--- src/rtl/cpr_pkg.sv ---
// shared types and constants for the clock page replacement block
// no dependencies
`timescale 1ns / 1ps
`default_nettype none

package cpr_pkg;

    localparam int PAGES  = 16;
    localparam int PROCS  = 4;
    localparam int IDX_W  = 4;
    localparam int CNT_W  = 5;
    localparam int PID_W  = 2;
    localparam int ADDR_W = PID_W + IDX_W;
    localparam int DEPTH  = PROCS * PAGES;
    localparam int QDEPTH = 2;

    localparam logic [1:0] CMD_ACCESS = 2'd0;
    localparam logic [1:0] CMD_FAULT  = 2'd1;
    localparam logic [1:0] CMD_FLUSH  = 2'd2;

    localparam logic REG_MODE  = 1'b0;
    localparam logic REG_LIMIT = 1'b1;

    typedef enum logic [1:0] {
        K_ACCESS,
        K_FAULT,
        K_FLUSH,
        K_BAD
    } kind_t;

    typedef struct packed {
        kind_t       kind;
        logic [1:0]  pid;
        logic [15:0] page;
        logic [7:0]  frame;
        logic        wr;
    } item_t;

    typedef struct packed {
        logic [15:0] page;
        logic [7:0]  frame;
        logic        use_b;
        logic        mod_b;
    } entry_t;

    typedef struct packed {
        logic valid;
        logic pop;
    } qctl_t;

    typedef enum logic [3:0] {
        B_IDLE,
        B_RD,
        B_CHK,
        B_SWP_RD,
        B_SWP_CHK,
        B_SH_RD,
        B_SH_WR,
        B_APPEND,
        B_FL_RD,
        B_FL_OUT
    } bstate_t;

endpackage

`default_nettype wire

--- src/rtl/cpr_front.sv ---
// front end: takes requests, classifies them and queues them
// depends on cpr_pkg
`timescale 1ns / 1ps
`default_nettype none

module cpr_front (
    input  wire logic            clk,
    input  wire logic            rst_n,
    input  wire logic            start,
    input  wire logic [1:0]      command,
    input  wire logic [1:0]      process_id,
    input  wire logic [15:0]     page_number,
    input  wire logic [7:0]      frame_id,
    input  wire logic            write_op,
    output logic                 busy,
    input  wire logic            q_pop,
    output cpr_pkg::qctl_t       q_stat,
    output cpr_pkg::item_t       q_item
);

    cpr_pkg::item_t q_mem_reg [cpr_pkg::QDEPTH];
    logic           rd_ptr_reg, rd_ptr_next;
    logic           wr_ptr_reg, wr_ptr_next;
    logic [1:0]     fill_reg, fill_next;
    logic           push;
    cpr_pkg::item_t new_item;

    // classify the incoming request
    always_comb
    begin
        new_item.pid   = process_id;
        new_item.page  = page_number;
        new_item.frame = frame_id;
        new_item.wr    = write_op;
        case (command)
            cpr_pkg::CMD_ACCESS: new_item.kind = cpr_pkg::K_ACCESS;
            cpr_pkg::CMD_FAULT:  new_item.kind = cpr_pkg::K_FAULT;
            cpr_pkg::CMD_FLUSH:  new_item.kind = cpr_pkg::K_FLUSH;
            default:             new_item.kind = cpr_pkg::K_BAD;
        endcase
    end

    assign busy = (fill_reg == 2'(cpr_pkg::QDEPTH));
    assign push = start && !busy;

    // queue pointers
    always_comb
    begin
        rd_ptr_next = rd_ptr_reg;
        wr_ptr_next = wr_ptr_reg;
        fill_next   = fill_reg;
        if (push)
        begin
            wr_ptr_next = ~wr_ptr_reg;
        end
        if (q_pop)
        begin
            rd_ptr_next = ~rd_ptr_reg;
        end
        if (push && !q_pop)
        begin
            fill_next = fill_reg + 2'd1;
        end
        else if (!push && q_pop)
        begin
            fill_next = fill_reg - 2'd1;
        end
    end

    always_ff @(posedge clk or negedge rst_n)
    begin
        if (!rst_n)
        begin
            rd_ptr_reg <= 1'b0;
            wr_ptr_reg <= 1'b0;
            fill_reg   <= 2'd0;
        end
        else
        begin
            rd_ptr_reg <= rd_ptr_next;
            wr_ptr_reg <= wr_ptr_next;
            fill_reg   <= fill_next;
        end
    end

    // queue storage
    always_ff @(posedge clk)
    begin
        if (push)
        begin
            q_mem_reg[wr_ptr_reg] <= new_item;
        end
    end

    assign q_item       = q_mem_reg[rd_ptr_reg];
    assign q_stat.valid = (fill_reg != 2'd0);
    assign q_stat.pop   = q_pop;

    // pop only what is there
    assert property (@(posedge clk) disable iff (!rst_n) q_pop |-> fill_reg != 2'd0)
        else $error("pop from empty queue");
    // fill never overruns
    assert property (@(posedge clk) disable iff (!rst_n)
        fill_reg <= 2'(cpr_pkg::QDEPTH))
        else $error("queue overrun");
    // a push into a non-full queue raises the fill unless popped
    assert property (@(posedge clk) disable iff (!rst_n)
        (push && !q_pop) |=> fill_reg == $past(fill_reg) + 2'd1)
        else $error("queue fill mismatch");

endmodule

`default_nettype wire

--- src/rtl/cpr_back.sv ---
// back end: resident list memory and the lookup, sweep, shift and flush sequencer
// depends on cpr_pkg
`timescale 1ns / 1ps
`default_nettype none

module cpr_back (
    input  wire logic            clk,
    input  wire logic            rst_n,
    input  wire logic            mode,
    input  wire logic [4:0]      limit_cfg,
    input  wire cpr_pkg::qctl_t  q_stat,
    input  wire cpr_pkg::item_t  q_item,
    output logic                 q_pop,
    output logic                 done,
    output logic                 hit,
    output logic [7:0]           granted_frame,
    output logic                 evicted,
    output logic [15:0]          victim_page,
    output logic [7:0]           victim_frame,
    output logic                 victim_dirty,
    output logic                 last
);

    localparam int CW = cpr_pkg::CNT_W;
    localparam int IW = cpr_pkg::IDX_W;

    cpr_pkg::entry_t mem [cpr_pkg::DEPTH];
    cpr_pkg::entry_t rd_data_reg;

    cpr_pkg::bstate_t state_reg, state_next;
    cpr_pkg::item_t   item_reg, item_next;
    logic [CW-1:0]    n_reg, n_next;
    logic [CW-1:0]    idx_reg, idx_next;
    logic [IW-1:0]    start_reg, start_next;
    logic             lap_reg, lap_next;
    logic [IW-1:0]    vic_reg, vic_next;
    logic [15:0]      vpage_reg, vpage_next;
    logic [7:0]       vframe_reg, vframe_next;
    logic             vdirty_reg, vdirty_next;
    logic [CW-1:0]    count_reg [cpr_pkg::PROCS];
    logic [IW-1:0]    ptr_reg [cpr_pkg::PROCS];
    logic [CW-1:0]    count_wr_val;
    logic [IW-1:0]    ptr_wr_val;
    logic             count_we, ptr_we;

    logic             ov_reg, ov_next;
    logic             hit_reg, hit_next;
    logic [7:0]       gf_reg, gf_next;
    logic             ev_reg, ev_next;
    logic [15:0]      vp_reg, vp_next;
    logic [7:0]       vf_reg, vf_next;
    logic             vd_reg, vd_next;
    logic             last_reg, last_next;

    logic                       we;
    logic [cpr_pkg::ADDR_W-1:0] waddr;
    cpr_pkg::entry_t            wdata;
    logic [IW-1:0]              rd_idx;
    logic [CW-1:0]              lim;
    logic [CW-1:0]              idx_inc;
    logic [CW-1:0]              nidx;
    logic                       pick;
    cpr_pkg::entry_t            d;

    // clamp the frame limit into one through PAGES
    always_comb
    begin
        if (limit_cfg == '0)
        begin
            lim = CW'(1);
        end
        else if (limit_cfg > CW'(cpr_pkg::PAGES))
        begin
            lim = CW'(cpr_pkg::PAGES);
        end
        else
        begin
            lim = limit_cfg;
        end
    end

    assign d       = rd_data_reg;
    assign idx_inc = idx_reg + CW'(1);
    assign nidx    = (idx_inc == n_reg) ? '0 : idx_inc;

    // victim test for the current pass
    always_comb
    begin
        if (mode)
        begin
            pick = !d.use_b;
        end
        else if (!lap_reg)
        begin
            pick = !d.use_b && !d.mod_b;
        end
        else
        begin
            pick = !d.use_b && d.mod_b;
        end
    end

    // sequencer
    always_comb
    begin
        state_next   = state_reg;
        item_next    = item_reg;
        n_next       = n_reg;
        idx_next     = idx_reg;
        start_next   = start_reg;
        lap_next     = lap_reg;
        vic_next     = vic_reg;
        vpage_next   = vpage_reg;
        vframe_next  = vframe_reg;
        vdirty_next  = vdirty_reg;
        count_we     = 1'b0;
        count_wr_val = '0;
        ptr_we       = 1'b0;
        ptr_wr_val   = '0;
        we           = 1'b0;
        waddr        = {item_reg.pid, idx_reg[IW-1:0]};
        wdata        = d;
        rd_idx       = idx_reg[IW-1:0];
        q_pop        = 1'b0;
        ov_next      = 1'b0;
        hit_next     = 1'b0;
        gf_next      = '0;
        ev_next      = 1'b0;
        vp_next      = '0;
        vf_next      = '0;
        vd_next      = 1'b0;
        last_next    = 1'b0;
        case (state_reg)
            cpr_pkg::B_IDLE:
            begin
                if (q_stat.valid)
                begin
                    q_pop     = 1'b1;
                    item_next = q_item;
                    n_next    = count_reg[q_item.pid];
                    idx_next  = '0;
                    case (q_item.kind)
                        cpr_pkg::K_ACCESS, cpr_pkg::K_FAULT:
                        begin
                            state_next = cpr_pkg::B_RD;
                        end
                        cpr_pkg::K_FLUSH:
                        begin
                            if (count_reg[q_item.pid] == '0)
                            begin
                                ov_next   = 1'b1;
                                last_next = 1'b1;
                                ptr_we    = 1'b1;
                            end
                            else
                            begin
                                state_next = cpr_pkg::B_FL_RD;
                            end
                        end
                        default:
                        begin
                            ov_next   = 1'b1;
                            last_next = 1'b1;
                        end
                    endcase
                end
            end
            cpr_pkg::B_RD:
            begin
                if (idx_reg == n_reg)
                begin
                    // scan found nothing
                    if (item_reg.kind == cpr_pkg::K_ACCESS)
                    begin
                        ov_next    = 1'b1;
                        last_next  = 1'b1;
                        state_next = cpr_pkg::B_IDLE;
                    end
                    else if (n_reg < lim)
                    begin
                        we           = 1'b1;
                        waddr        = {item_reg.pid, n_reg[IW-1:0]};
                        wdata        = '{page: item_reg.page, frame: item_reg.frame,
                                         use_b: 1'b0, mod_b: 1'b0};
                        count_we     = 1'b1;
                        count_wr_val = n_reg + CW'(1);
                        ov_next      = 1'b1;
                        gf_next      = item_reg.frame;
                        last_next    = 1'b1;
                        state_next   = cpr_pkg::B_IDLE;
                    end
                    else
                    begin
                        if ({1'b0, ptr_reg[item_reg.pid]} < n_reg)
                        begin
                            start_next = ptr_reg[item_reg.pid];
                        end
                        else
                        begin
                            start_next = '0;
                        end
                        idx_next   = {1'b0, start_next};
                        lap_next   = 1'b0;
                        state_next = cpr_pkg::B_SWP_RD;
                    end
                end
                else
                begin
                    state_next = cpr_pkg::B_CHK;
                end
            end
            cpr_pkg::B_CHK:
            begin
                if (item_reg.kind == cpr_pkg::K_ACCESS && d.frame == item_reg.frame)
                begin
                    we         = 1'b1;
                    wdata      = '{page: d.page, frame: d.frame, use_b: 1'b1,
                                   mod_b: d.mod_b | item_reg.wr};
                    ov_next    = 1'b1;
                    hit_next   = 1'b1;
                    last_next  = 1'b1;
                    state_next = cpr_pkg::B_IDLE;
                end
                else if (item_reg.kind == cpr_pkg::K_FAULT && d.page == item_reg.page)
                begin
                    ov_next    = 1'b1;
                    hit_next   = 1'b1;
                    gf_next    = d.frame;
                    last_next  = 1'b1;
                    state_next = cpr_pkg::B_IDLE;
                end
                else
                begin
                    idx_next   = idx_inc;
                    state_next = cpr_pkg::B_RD;
                end
            end
            cpr_pkg::B_SWP_RD:
            begin
                state_next = cpr_pkg::B_SWP_CHK;
            end
            cpr_pkg::B_SWP_CHK:
            begin
                if (pick)
                begin
                    vic_next    = idx_reg[IW-1:0];
                    vpage_next  = d.page;
                    vframe_next = d.frame;
                    vdirty_next = d.mod_b;
                    if (idx_inc < n_reg)
                    begin
                        state_next = cpr_pkg::B_SH_RD;
                    end
                    else
                    begin
                        state_next = cpr_pkg::B_APPEND;
                    end
                end
                else
                begin
                    // second chance: clear use on clock, or on the second and fourth passes
                    if (mode || lap_reg)
                    begin
                        we    = 1'b1;
                        wdata = '{page: d.page, frame: d.frame, use_b: 1'b0,
                                  mod_b: d.mod_b};
                    end
                    if (nidx == {1'b0, start_reg})
                    begin
                        lap_next = ~lap_reg;
                    end
                    idx_next   = nidx;
                    state_next = cpr_pkg::B_SWP_RD;
                end
            end
            cpr_pkg::B_SH_RD:
            begin
                rd_idx     = idx_inc[IW-1:0];
                state_next = cpr_pkg::B_SH_WR;
            end
            cpr_pkg::B_SH_WR:
            begin
                we       = 1'b1;
                idx_next = idx_inc;
                if (idx_inc + CW'(1) < n_reg)
                begin
                    state_next = cpr_pkg::B_SH_RD;
                end
                else
                begin
                    state_next = cpr_pkg::B_APPEND;
                end
            end
            cpr_pkg::B_APPEND:
            begin
                we     = 1'b1;
                waddr  = {item_reg.pid, IW'(n_reg - CW'(1))};
                wdata  = '{page: item_reg.page, frame: vframe_reg, use_b: 1'b0,
                           mod_b: 1'b0};
                ptr_we = 1'b1;
                if (n_reg == CW'(1) || {1'b0, vic_reg} == n_reg - CW'(1))
                begin
                    ptr_wr_val = '0;
                end
                else
                begin
                    ptr_wr_val = vic_reg;
                end
                ov_next    = 1'b1;
                gf_next    = vframe_reg;
                ev_next    = 1'b1;
                vp_next    = vpage_reg;
                vf_next    = vframe_reg;
                vd_next    = vdirty_reg;
                last_next  = 1'b1;
                state_next = cpr_pkg::B_IDLE;
            end
            cpr_pkg::B_FL_RD:
            begin
                state_next = cpr_pkg::B_FL_OUT;
            end
            cpr_pkg::B_FL_OUT:
            begin
                ov_next = 1'b1;
                ev_next = 1'b1;
                vp_next = d.page;
                vf_next = d.frame;
                vd_next = d.mod_b;
                if (idx_inc == n_reg)
                begin
                    last_next    = 1'b1;
                    count_we     = 1'b1;
                    count_wr_val = '0;
                    ptr_we       = 1'b1;
                    state_next   = cpr_pkg::B_IDLE;
                end
                else
                begin
                    idx_next   = idx_inc;
                    state_next = cpr_pkg::B_FL_RD;
                end
            end
            default:
            begin
                state_next = cpr_pkg::B_IDLE;
            end
        endcase
    end

    // control registers
    always_ff @(posedge clk or negedge rst_n)
    begin
        if (!rst_n)
        begin
            state_reg <= cpr_pkg::B_IDLE;
            ov_reg    <= 1'b0;
            for (int p = 0; p < cpr_pkg::PROCS; p++)
            begin
                count_reg[p] <= '0;
                ptr_reg[p]   <= '0;
            end
        end
        else
        begin
            state_reg <= state_next;
            ov_reg    <= ov_next;
            if (count_we)
            begin
                count_reg[item_reg.pid] <= count_wr_val;
            end
            if (ptr_we)
            begin
                ptr_reg[q_pop ? q_item.pid : item_reg.pid] <= ptr_wr_val;
            end
        end
    end

    // working and result payload
    always_ff @(posedge clk)
    begin
        item_reg   <= item_next;
        n_reg      <= n_next;
        idx_reg    <= idx_next;
        start_reg  <= start_next;
        lap_reg    <= lap_next;
        vic_reg    <= vic_next;
        vpage_reg  <= vpage_next;
        vframe_reg <= vframe_next;
        vdirty_reg <= vdirty_next;
        hit_reg    <= hit_next;
        gf_reg     <= gf_next;
        ev_reg     <= ev_next;
        vp_reg     <= vp_next;
        vf_reg     <= vf_next;
        vd_reg     <= vd_next;
        last_reg   <= last_next;
    end

    // resident list memory
    always_ff @(posedge clk)
    begin
        if (we)
        begin
            mem[waddr] <= wdata;
        end
    end

    always_ff @(posedge clk)
    begin
        rd_data_reg <= mem[{item_reg.pid, rd_idx}];
    end

    assign done          = ov_reg;
    assign hit           = hit_reg;
    assign granted_frame = gf_reg;
    assign evicted       = ev_reg;
    assign victim_page   = vp_reg;
    assign victim_frame  = vf_reg;
    assign victim_dirty  = vd_reg;
    assign last          = last_reg;

    // resident count of the request being worked on stays within the list size
    assert property (@(posedge clk) disable iff (!rst_n)
        state_reg != cpr_pkg::B_IDLE |-> count_reg[item_reg.pid] <= CW'(cpr_pkg::PAGES))
        else $error("resident count overflow");
    // the sweep only visits live entries
    assert property (@(posedge clk) disable iff (!rst_n)
        state_reg == cpr_pkg::B_SWP_CHK |-> idx_reg < n_reg)
        else $error("sweep index past count");
    // a shift step always has a successor entry to copy
    assert property (@(posedge clk) disable iff (!rst_n)
        state_reg == cpr_pkg::B_SH_RD |-> idx_inc < n_reg)
        else $error("shift past end of list");
    // a new request is only taken while no result is in flight
    assert property (@(posedge clk) disable iff (!rst_n)
        q_pop |-> state_reg == cpr_pkg::B_IDLE)
        else $error("pop while busy");

endmodule

`default_nettype wire

--- src/rtl/clock_page_replacement.sv ---
// top level of the clock page replacement block: register port, front and back
// depends on cpr_pkg, cpr_front, cpr_back
//
// channel   direction  handshake                 payload
// request   in         start && !busy            command process_id page_number
//                                                frame_id write_op
// result    out        done strobe, one cycle    hit granted_frame evicted victim_page
//                                                victim_frame victim_dirty last
// config    in         psel penable pwrite       paddr pwdata prdata
//
// an access or a resident fault reads and checks the list one entry at a time
// a replacement adds a sweep from the hand (up to four laps) and a shift of each later entry
// a flush gives one result per resident entry; every step uses the single memory read port
// reset empties every list at once; memory contents are not cleared
// up to two requests wait in the queue; busy rises when it is full
`timescale 1ns / 1ps
`default_nettype none

module clock_page_replacement (
    input  wire logic        clk,
    input  wire logic        rst_n,
    input  wire logic        psel,
    input  wire logic        penable,
    input  wire logic        pwrite,
    input  wire logic [2:0]  paddr,
    input  wire logic [31:0] pwdata,
    output logic [31:0]      prdata,
    output logic             pready,
    input  wire logic        start,
    output logic             busy,
    input  wire logic [1:0]  command,
    input  wire logic [1:0]  process_id,
    input  wire logic [15:0] page_number,
    input  wire logic [7:0]  frame_id,
    input  wire logic        write_op,
    output logic             done,
    output logic             hit,
    output logic [7:0]       granted_frame,
    output logic             evicted,
    output logic [15:0]      victim_page,
    output logic [7:0]       victim_frame,
    output logic             victim_dirty,
    output logic             last
);

    logic           mode_reg;
    logic [4:0]     limit_reg;
    logic           q_pop;
    cpr_pkg::qctl_t q_stat;
    cpr_pkg::item_t q_item;

    assign pready = 1'b1;

    // configuration registers
    always_ff @(posedge clk or negedge rst_n)
    begin
        if (!rst_n)
        begin
            mode_reg  <= 1'b0;
            limit_reg <= 5'd4;
        end
        else if (psel && penable && pwrite)
        begin
            if (paddr[2] == cpr_pkg::REG_MODE)
            begin
                mode_reg <= pwdata[0];
            end
            else
            begin
                limit_reg <= pwdata[4:0];
            end
        end
    end

    // register read back
    always_comb
    begin
        if (paddr[2] == cpr_pkg::REG_LIMIT)
        begin
            prdata = {27'd0, limit_reg};
        end
        else
        begin
            prdata = {31'd0, mode_reg};
        end
    end

    cpr_front u_front (
        .clk          (clk),
        .rst_n        (rst_n),
        .start        (start),
        .command      (command),
        .process_id   (process_id),
        .page_number  (page_number),
        .frame_id     (frame_id),
        .write_op     (write_op),
        .busy         (busy),
        .q_pop        (q_pop),
        .q_stat       (q_stat),
        .q_item       (q_item)
    );

    cpr_back u_back (
        .clk           (clk),
        .rst_n         (rst_n),
        .mode          (mode_reg),
        .limit_cfg     (limit_reg),
        .q_stat        (q_stat),
        .q_item        (q_item),
        .q_pop         (q_pop),
        .done          (done),
        .hit           (hit),
        .granted_frame (granted_frame),
        .evicted       (evicted),
        .victim_page   (victim_page),
        .victim_frame  (victim_frame),
        .victim_dirty  (victim_dirty),
        .last          (last)
    );

endmodule

`default_nettype wire

--- config.mk ---
export PLATFORM = sky130hd
export DESIGN_NAME = clock_page_replacement
export DESIGN_NICKNAME = d
export VERILOG_FILES = /design/src/rtl/cpr_pkg.sv /design/src/rtl/cpr_front.sv /design/src/rtl/cpr_back.sv /design/src/rtl/clock_page_replacement.sv
export SDC_FILE = /design/constraint.sdc
export NUM_CORES = 2
export LEC_CHECK = 0
export BUFFER_PORTS_ARGS = -buffer_cell sky130_fd_sc_hd__buf_2
export CELL_PAD_IN_SITES_DETAIL_PLACEMENT = 2
export CELL_PAD_IN_SITES_GLOBAL_PLACEMENT = 2
export CORE_MARGIN = 3
export CORE_UTILIZATION = 47
export CTS_CLUSTER_DIAMETER = 100
export CTS_CLUSTER_SIZE = 20
export DETAILED_ROUTE_END_ITERATION = 12
export HOLD_SLACK_MARGIN = 0.03
export PLACE_DENSITY = 0.83
export SLEW_MARGIN = 10
export SYNTH_ARGS = -nofsm -noshare
export SYNTH_HDL_FRONTEND = slang
export SYNTH_HIERARCHICAL = 1
export SYNTH_SLANG_ARGS = --single-unit
export TNS_END_PERCENT = 5
--- constraint.sdc ---
create_clock -name clk -period 8.7 [get_ports clk]
set_clock_uncertainty 0.05 [all_clocks]
set_input_delay 2.175 -clock clk [delete_from_list [all_inputs] [get_ports clk]]
set_output_delay 2.175 -clock clk [all_outputs]
set_load 0.1 [all_outputs]
# Word level (Yosys, flattened, before mapping)
# Memories as Yosys holds them, arrays and structs flattened. A register that Yosys moved wholly into a read port is not among the register bits.
# Index checks and enable logic that the tools add are counted.
dict set report totals {
  regBits 160
  mem_bits_rw 1722
  elab_cells 241
  n_memories 2
}
dict set report op_classes {
  add_sub_neg 6
  magnitude_cmp 10
  eq_ne 33
  n_mux 106
  n_bitwise 10
  n_reduce_logical 39
}
# memory depth word_bits read_ports rd_clocked_by_memory_dff wr line
set mem_list {}
lappend mem_list {u_back.mem 64 26 1 1 1 cpr_back.sv:27} ;# cpr_pkg::entry_t mem [cpr_pkg::DEPTH];
lappend mem_list {u_front.q_mem_reg 2 29 1 0 1 cpr_front.sv:21} ;# cpr_pkg::item_t q_mem_reg [cpr_pkg::QDEPTH];
# operator n
set op_table {}
lappend op_table {{one-hot mux 26 bit (4 select lines)} 1}
lappend op_table {{2-to-1 mux 5 bit} 19}
lappend op_table {{2-to-1 mux 26 bit} 3}
lappend op_table {{2-to-1 mux 4 bit} 16}
lappend op_table {{2-to-1 mux 8 bit} 5}
lappend op_table {{one-hot mux 4 bit (9 select lines)} 1}
lappend op_table {{one-hot mux 16 bit (2 select lines)} 1}
lappend op_table {{2-to-1 mux 1 bit} 30}
lappend op_table {{one-hot mux 5 bit (6 select lines)} 1}
lappend op_table {{one-hot mux 8 bit (3 select lines)} 1}
lappend op_table {{bitwise mux 20 bit} 1}
lappend op_table {{2-to-1 mux 2 bit} 9}
lappend op_table {{bitwise mux 16 bit} 1}
lappend op_table {{equality test 16 bit} 1}
lappend op_table {{equality test 4 x 3 -> 1 bit (second input constant)} 4}
lappend op_table {{one-hot mux 4 bit (2 select lines)} 2}
lappend op_table {{one-hot mux 8 bit (2 select lines)} 1}
lappend op_table {{adder 5 x 1 -> 5 bit (second input constant)} 3}
lappend op_table {{< comparator 5 bit} 3}
lappend op_table {{inequality test 2 bit (second input constant)} 7}
lappend op_table {{logical AND 1 bit} 11}
lappend op_table {{binary-select mux 5 bit (select 2 bit)} 1}
lappend op_table {{demux 5 bit (select 2 bit)} 1}
lappend op_table {{equality test 5 bit} 2}
lappend op_table {{42 further kinds} 79}

# Longest topological paths before layout
dict set report depth {
  ltp_word 10
  depth_mapped 20
  depth_no_buf 12
}

# Hierarchy
# Netlist, hierarchy kept.
# module instances cells_each area_per_inst_um2 seq_area_each_um2
set modules_own_cells {}
lappend modules_own_cells {cpr_back 1 5801 84700.0 54427.2}
lappend modules_own_cells {cpr_front 1 112 2423.6 1841.8}
lappend modules_own_cells {clock_page_replacement 1 49 494.2 151.4}

# Worst setup path before layout
# No wires, ideal clock.
dict set report synth_path {
  path_kind {reg2reg}
  from {reg u_back.idx_reg[0]}
  to {mem u_back/mem[13][0] (netlist name) (enable)}
  setup_time_ps 475
  arrival_time_ps 5550
  required_time_ps 8175
  slack_ps 2626
  stages_incl_launch_ff 13
  period_less_slack_ps 6074
  path_cell_list {edfxtp_1 -> buf_2 -> inv_2 -> clkbuf_1 -> clkbuf_1 -> ha_1 -> and4_1 -> and2_1 -> buf_2 -> a221oi_1 -> nand3_1 -> clkbuf_1 -> nor4_1}
}
dict set report synth_via {
  elab_chain_cells 5
  elab_cells_between_ends 9
  classes_between {eq/ne (1); mux (8)}
}
# element line
set synth_lines {}
lappend synth_lines {{start, declared} cpr_back.sv:33} ;# logic [CW-1:0] idx_reg, idx_next;
lappend synth_lines {{start signal, assigned} cpr_back.sv:383} ;# idx_reg <= idx_next;
lappend synth_lines {{equality test 5 bit} cpr_back.sv:170} ;# if (idx_reg == n_reg)
lappend synth_lines {{2-to-1 mux 1 bit} cpr_back.sv:170}
lappend synth_lines {{one-hot mux 1 bit (4 select lines)} cpr_back.sv:133} ;# case (state_reg)
lappend synth_lines {{2-to-1 mux 1 bit} cpr_back.sv:402} ;# if (we)
lappend synth_lines {{2-to-1 mux 1 bit (implied by the code)} cpr_back.sv:404} ;# mem[waddr] <= wdata;
lappend synth_lines {{end, declared} cpr_back.sv:27}
# Several ways; a longest one is shown, not always the timed one.

# Worst setup path in the final report
dict set report layout_path {
  from {reg u_back.n_reg[2]}
  to {mem u_back/mem[47][22] (netlist name) (enable)}
}
dict set report layout_via {
  elab_chain_cells 7
  elab_cells_between_ends 13
  classes_between {add/sub (1); order compare (1); eq/ne (1); mux (10)}
}
# element line
set layout_lines {}
lappend layout_lines {{start, declared} cpr_back.sv:32} ;# logic [CW-1:0] n_reg, n_next;
lappend layout_lines {{start signal, assigned} cpr_back.sv:382} ;# n_reg <= n_next;
lappend layout_lines {{< comparator 5 bit} cpr_back.sv:179} ;# else if (n_reg < lim)
lappend layout_lines {{2-to-1 mux 1 bit} cpr_back.sv:179}
lappend layout_lines {{2-to-1 mux 1 bit} cpr_back.sv:173} ;# if (item_reg.kind == cpr_pkg::K_ACCESS)
lappend layout_lines {{2-to-1 mux 1 bit} cpr_back.sv:170}
lappend layout_lines {{one-hot mux 1 bit (4 select lines)} cpr_back.sv:133}
lappend layout_lines {{2-to-1 mux 1 bit} cpr_back.sv:402}
lappend layout_lines {{2-to-1 mux 1 bit (implied by the code)} cpr_back.sv:404}
# Several ways; a longest one is shown, not always the timed one.

==> flow_summary_export.csv <==
group,metric,value,unit
status,status,"finished with violations",
status,violations,"max-capacitance violations",
global_routing,antenna_found_initial,34,
die,die_y,438,um
route,drc_errors,0,
critical_path,cp_max_fo,23,
sta,period_share,71.6,%
power,seqPwrFrac,37.1,%
place,portBuffers,83,
global_routing,grt.total_usage,36.0,%
power,intPower,18.7,mW
route,drt_first_pass_iters,6,
critical_path,critPathRequiredTime,9060,ps
clocking,cts.root.buffer_cell,"clkbuf_16",
clocking,ctsLongestPathBuffers,3,
critical_path,crit_slowest_cell,"and2_1",
hold_path,hold_class,"reg -> reg",
route,viasPerCell,7.14,
sta,slew_headroom,1.55,%
critical_path,crit_buf_inv,1,
logic_synthesis,synth.cell_area,87600,um2
die,core_area,184000,um2
route,first_iter_violations,8993,
layout,largest_reg_flops,1664,
layout,fin_util,51.3,%
critical_path,worstSetupStartpointType,"flip-flop",
clocking,cts_hold_buf,0,
sta,max_freq,0.161,GHz
power,vdd_drop_max,0.000417,V
critical_path,crit_arrival,6580,ps
route,drt-total-wl,351000,um
place,hpwl,209000,um
logic_synthesis,postSynthAreaPerCell,14.7,um2
sta,rsz0062_at_grt,"no",
clocking,post_cts_buffers,0,
place,place_ws,2750,ps
place,gp_congestion,0.891,
logic_synthesis,yosysWarningCount,6,
global_routing,grt_overflow,0,
layout,syn2layout_area_growth,7.89,%
sta,finalSetupViolCount,0,
critical_path,cpPeakStageDelay,1000,ps
sta,tightest_slew,1470,ps
route,via_count,60500,
sta,hold_viol,0,
clocking,cts_buffers,106,
sta,layout_setup_ws,2470,ps
job,maxCapViolCount,1,
global_routing,grt_start_max_net_pins,147,
sta,finalCriticalPeriod,6230,ps
critical_path,critical_path.top_delay_family,"simple AND/OR/NAND/NOR gates",
layout,layout-drive-gt1-share,13.9,%
clocking,worst_setup_hold_path_clk_slew,90,ps
die,ios,141,
power,power.switching,14.5,mW
global_routing,grt_pass1_vias,63800,
power,power.leakage,31.8,nW
power,total_power,33.2,mW
die,start_util,47.5,%
global_routing,grt_pass1_wl,495000,um
sta,setup_tns,0,ps
layout,fin_nets,6004,
clocking,cts_max_level,3,
power,power_frac_comb,46.4,%
critical_path,crit_path_end_kind,"flip-flop",
die,fp.dieW,438,um
route,ant_nets,0,
critical_path,critical_path_class,"reg -> reg",
power,swShare,43.7,%
power,clkPwrFrac,16.5,%
power,power_density,351,nW/um2
critical_path,critical_path.cell_chain,"ha_1 > a21o_1 > a211o_1 > a21oi_1 > and2_1 > or3_1 > nand3_2 > nor4_2 > buf_4",
clocking,ctsResizeCount,0,
die,fp.dieArea,192000,um2
sta,report.final.slew_viol_count,0,
clocking,cts.sinks,1908,
clocking,clkLatencyLatePin,810,ps
route,wire_per_inst,41.5,um
die,rows,157,
logic_synthesis,syn_inst,5961,
clocking,cts_tree,"yes",
-- power by group through the flow --
| stage | Clock (mW) | Sequential, mW | Combinational [mW] |
|---|---|---|---|
| finish | 5.47 | 12.3 | 15.4 |
| global route | 5.79 | 12.3 | 15.8 |
| CTS | 5.49 | 12.3 | 14.8 |
| detailed placement | 0 | 12.5 | 14.5 |
| global placement | 0 | 12.4 | 13.5 |
| floorplan | 0 | 12.4 | 9.07 |
-- layout make-up --
type                       instances  area, um2
clock inverter                     6       67.6
multi-input combinational       3573      29600
antenna                           28       70.1
tap                             2464       3080
fill                           16700      89700
inverter                          24       97.6
sequential                      1908      56400
timing repair buffer             297       2240
clock buffer                     173       2930
-- stage by stage --
stage / area, um2 / hold slack, ps / instances
5_1_grt: 94500 / 450 / 8459
2_1_floorplan: 87700 / 371 / 5987
3_5_place_dp: 91400 / 411 / 8265
3_3_place_gp: 91400 / 399 / 8265
6_report: 94500 / 442 / 8473
4_1_cts: 94400 / 443 / 8444
-- worst register-to-register path, cell delays in order (launching register included) --
cell and delay [ps]:
edfxtp_1 700, ha_1 360, a21o_1 180, a211o_1 300, a21oi_1 410, and2_1 1000
or3_1 360, nand3_2 830, nor4_2 980, buf_4 630
-- layer usage --
layer	wire [um]	GRT usage [%]	vias up
met4	25100	22.5	16
met3	38200	9.36	1122
li1	-	-	23300
met5	115	0	-
met1	125000	44.4	31800
met2	163000	56.6	4192
-- cell usage in the layout, fill, tap and decap left out, types with 23 or more instances in the layout --
cell	count
a211oi_1	367
a21oi_1	293
a22o_1	31
a32oi_1	72
and2_1	48
buf_2	83
buf_4	197
clkbuf_1	66
clkbuf_16	108
conb_1	28
dfrtp_1	49
dfxtp_1	62
diode_2	28
edfxtp_1	1795
ha_1	23
mux2_2	24
mux2_4	29
mux2i_1	870
mux4_2	222
nand2_1	555
nand3_1	102
nor2_1	41
nor2b_1	222
nor3_1	90
nor4_1	29
nor4_2	66
o21ai_0	55
o22ai_1	96
xnor2_1	29
-- path summary, 6_finish.rpt --
path,cells past startpoint,startpoint,slack (ps),endpoint
max in group asynchronous,2,rst_n,6600,u_front/rd_ptr_reg$_DFFE_PN0P_
min in group asynchronous,2,rst_n,1480,u_back/count_reg[2]$_DFFE_PN0P_
max,9,u_back/n_reg[2]$_DFFE_PP_,2470,u_back/mem[47][22]$_DFFE_PP_
max reg2reg,9,u_back/n_reg[2]$_DFFE_PP_,2470,u_back/mem[47][22]$_DFFE_PP_
min reg2reg,1,u_back/vpage_reg[7]$_DFFE_PP_,440,u_back/victim_page[7]$_SDFF_PN0_
min,1,u_back/vpage_reg[7]$_DFFE_PP_,440,u_back/victim_page[7]$_SDFF_PN0_
No activity file was read; power rests on OpenSTA's default activity.
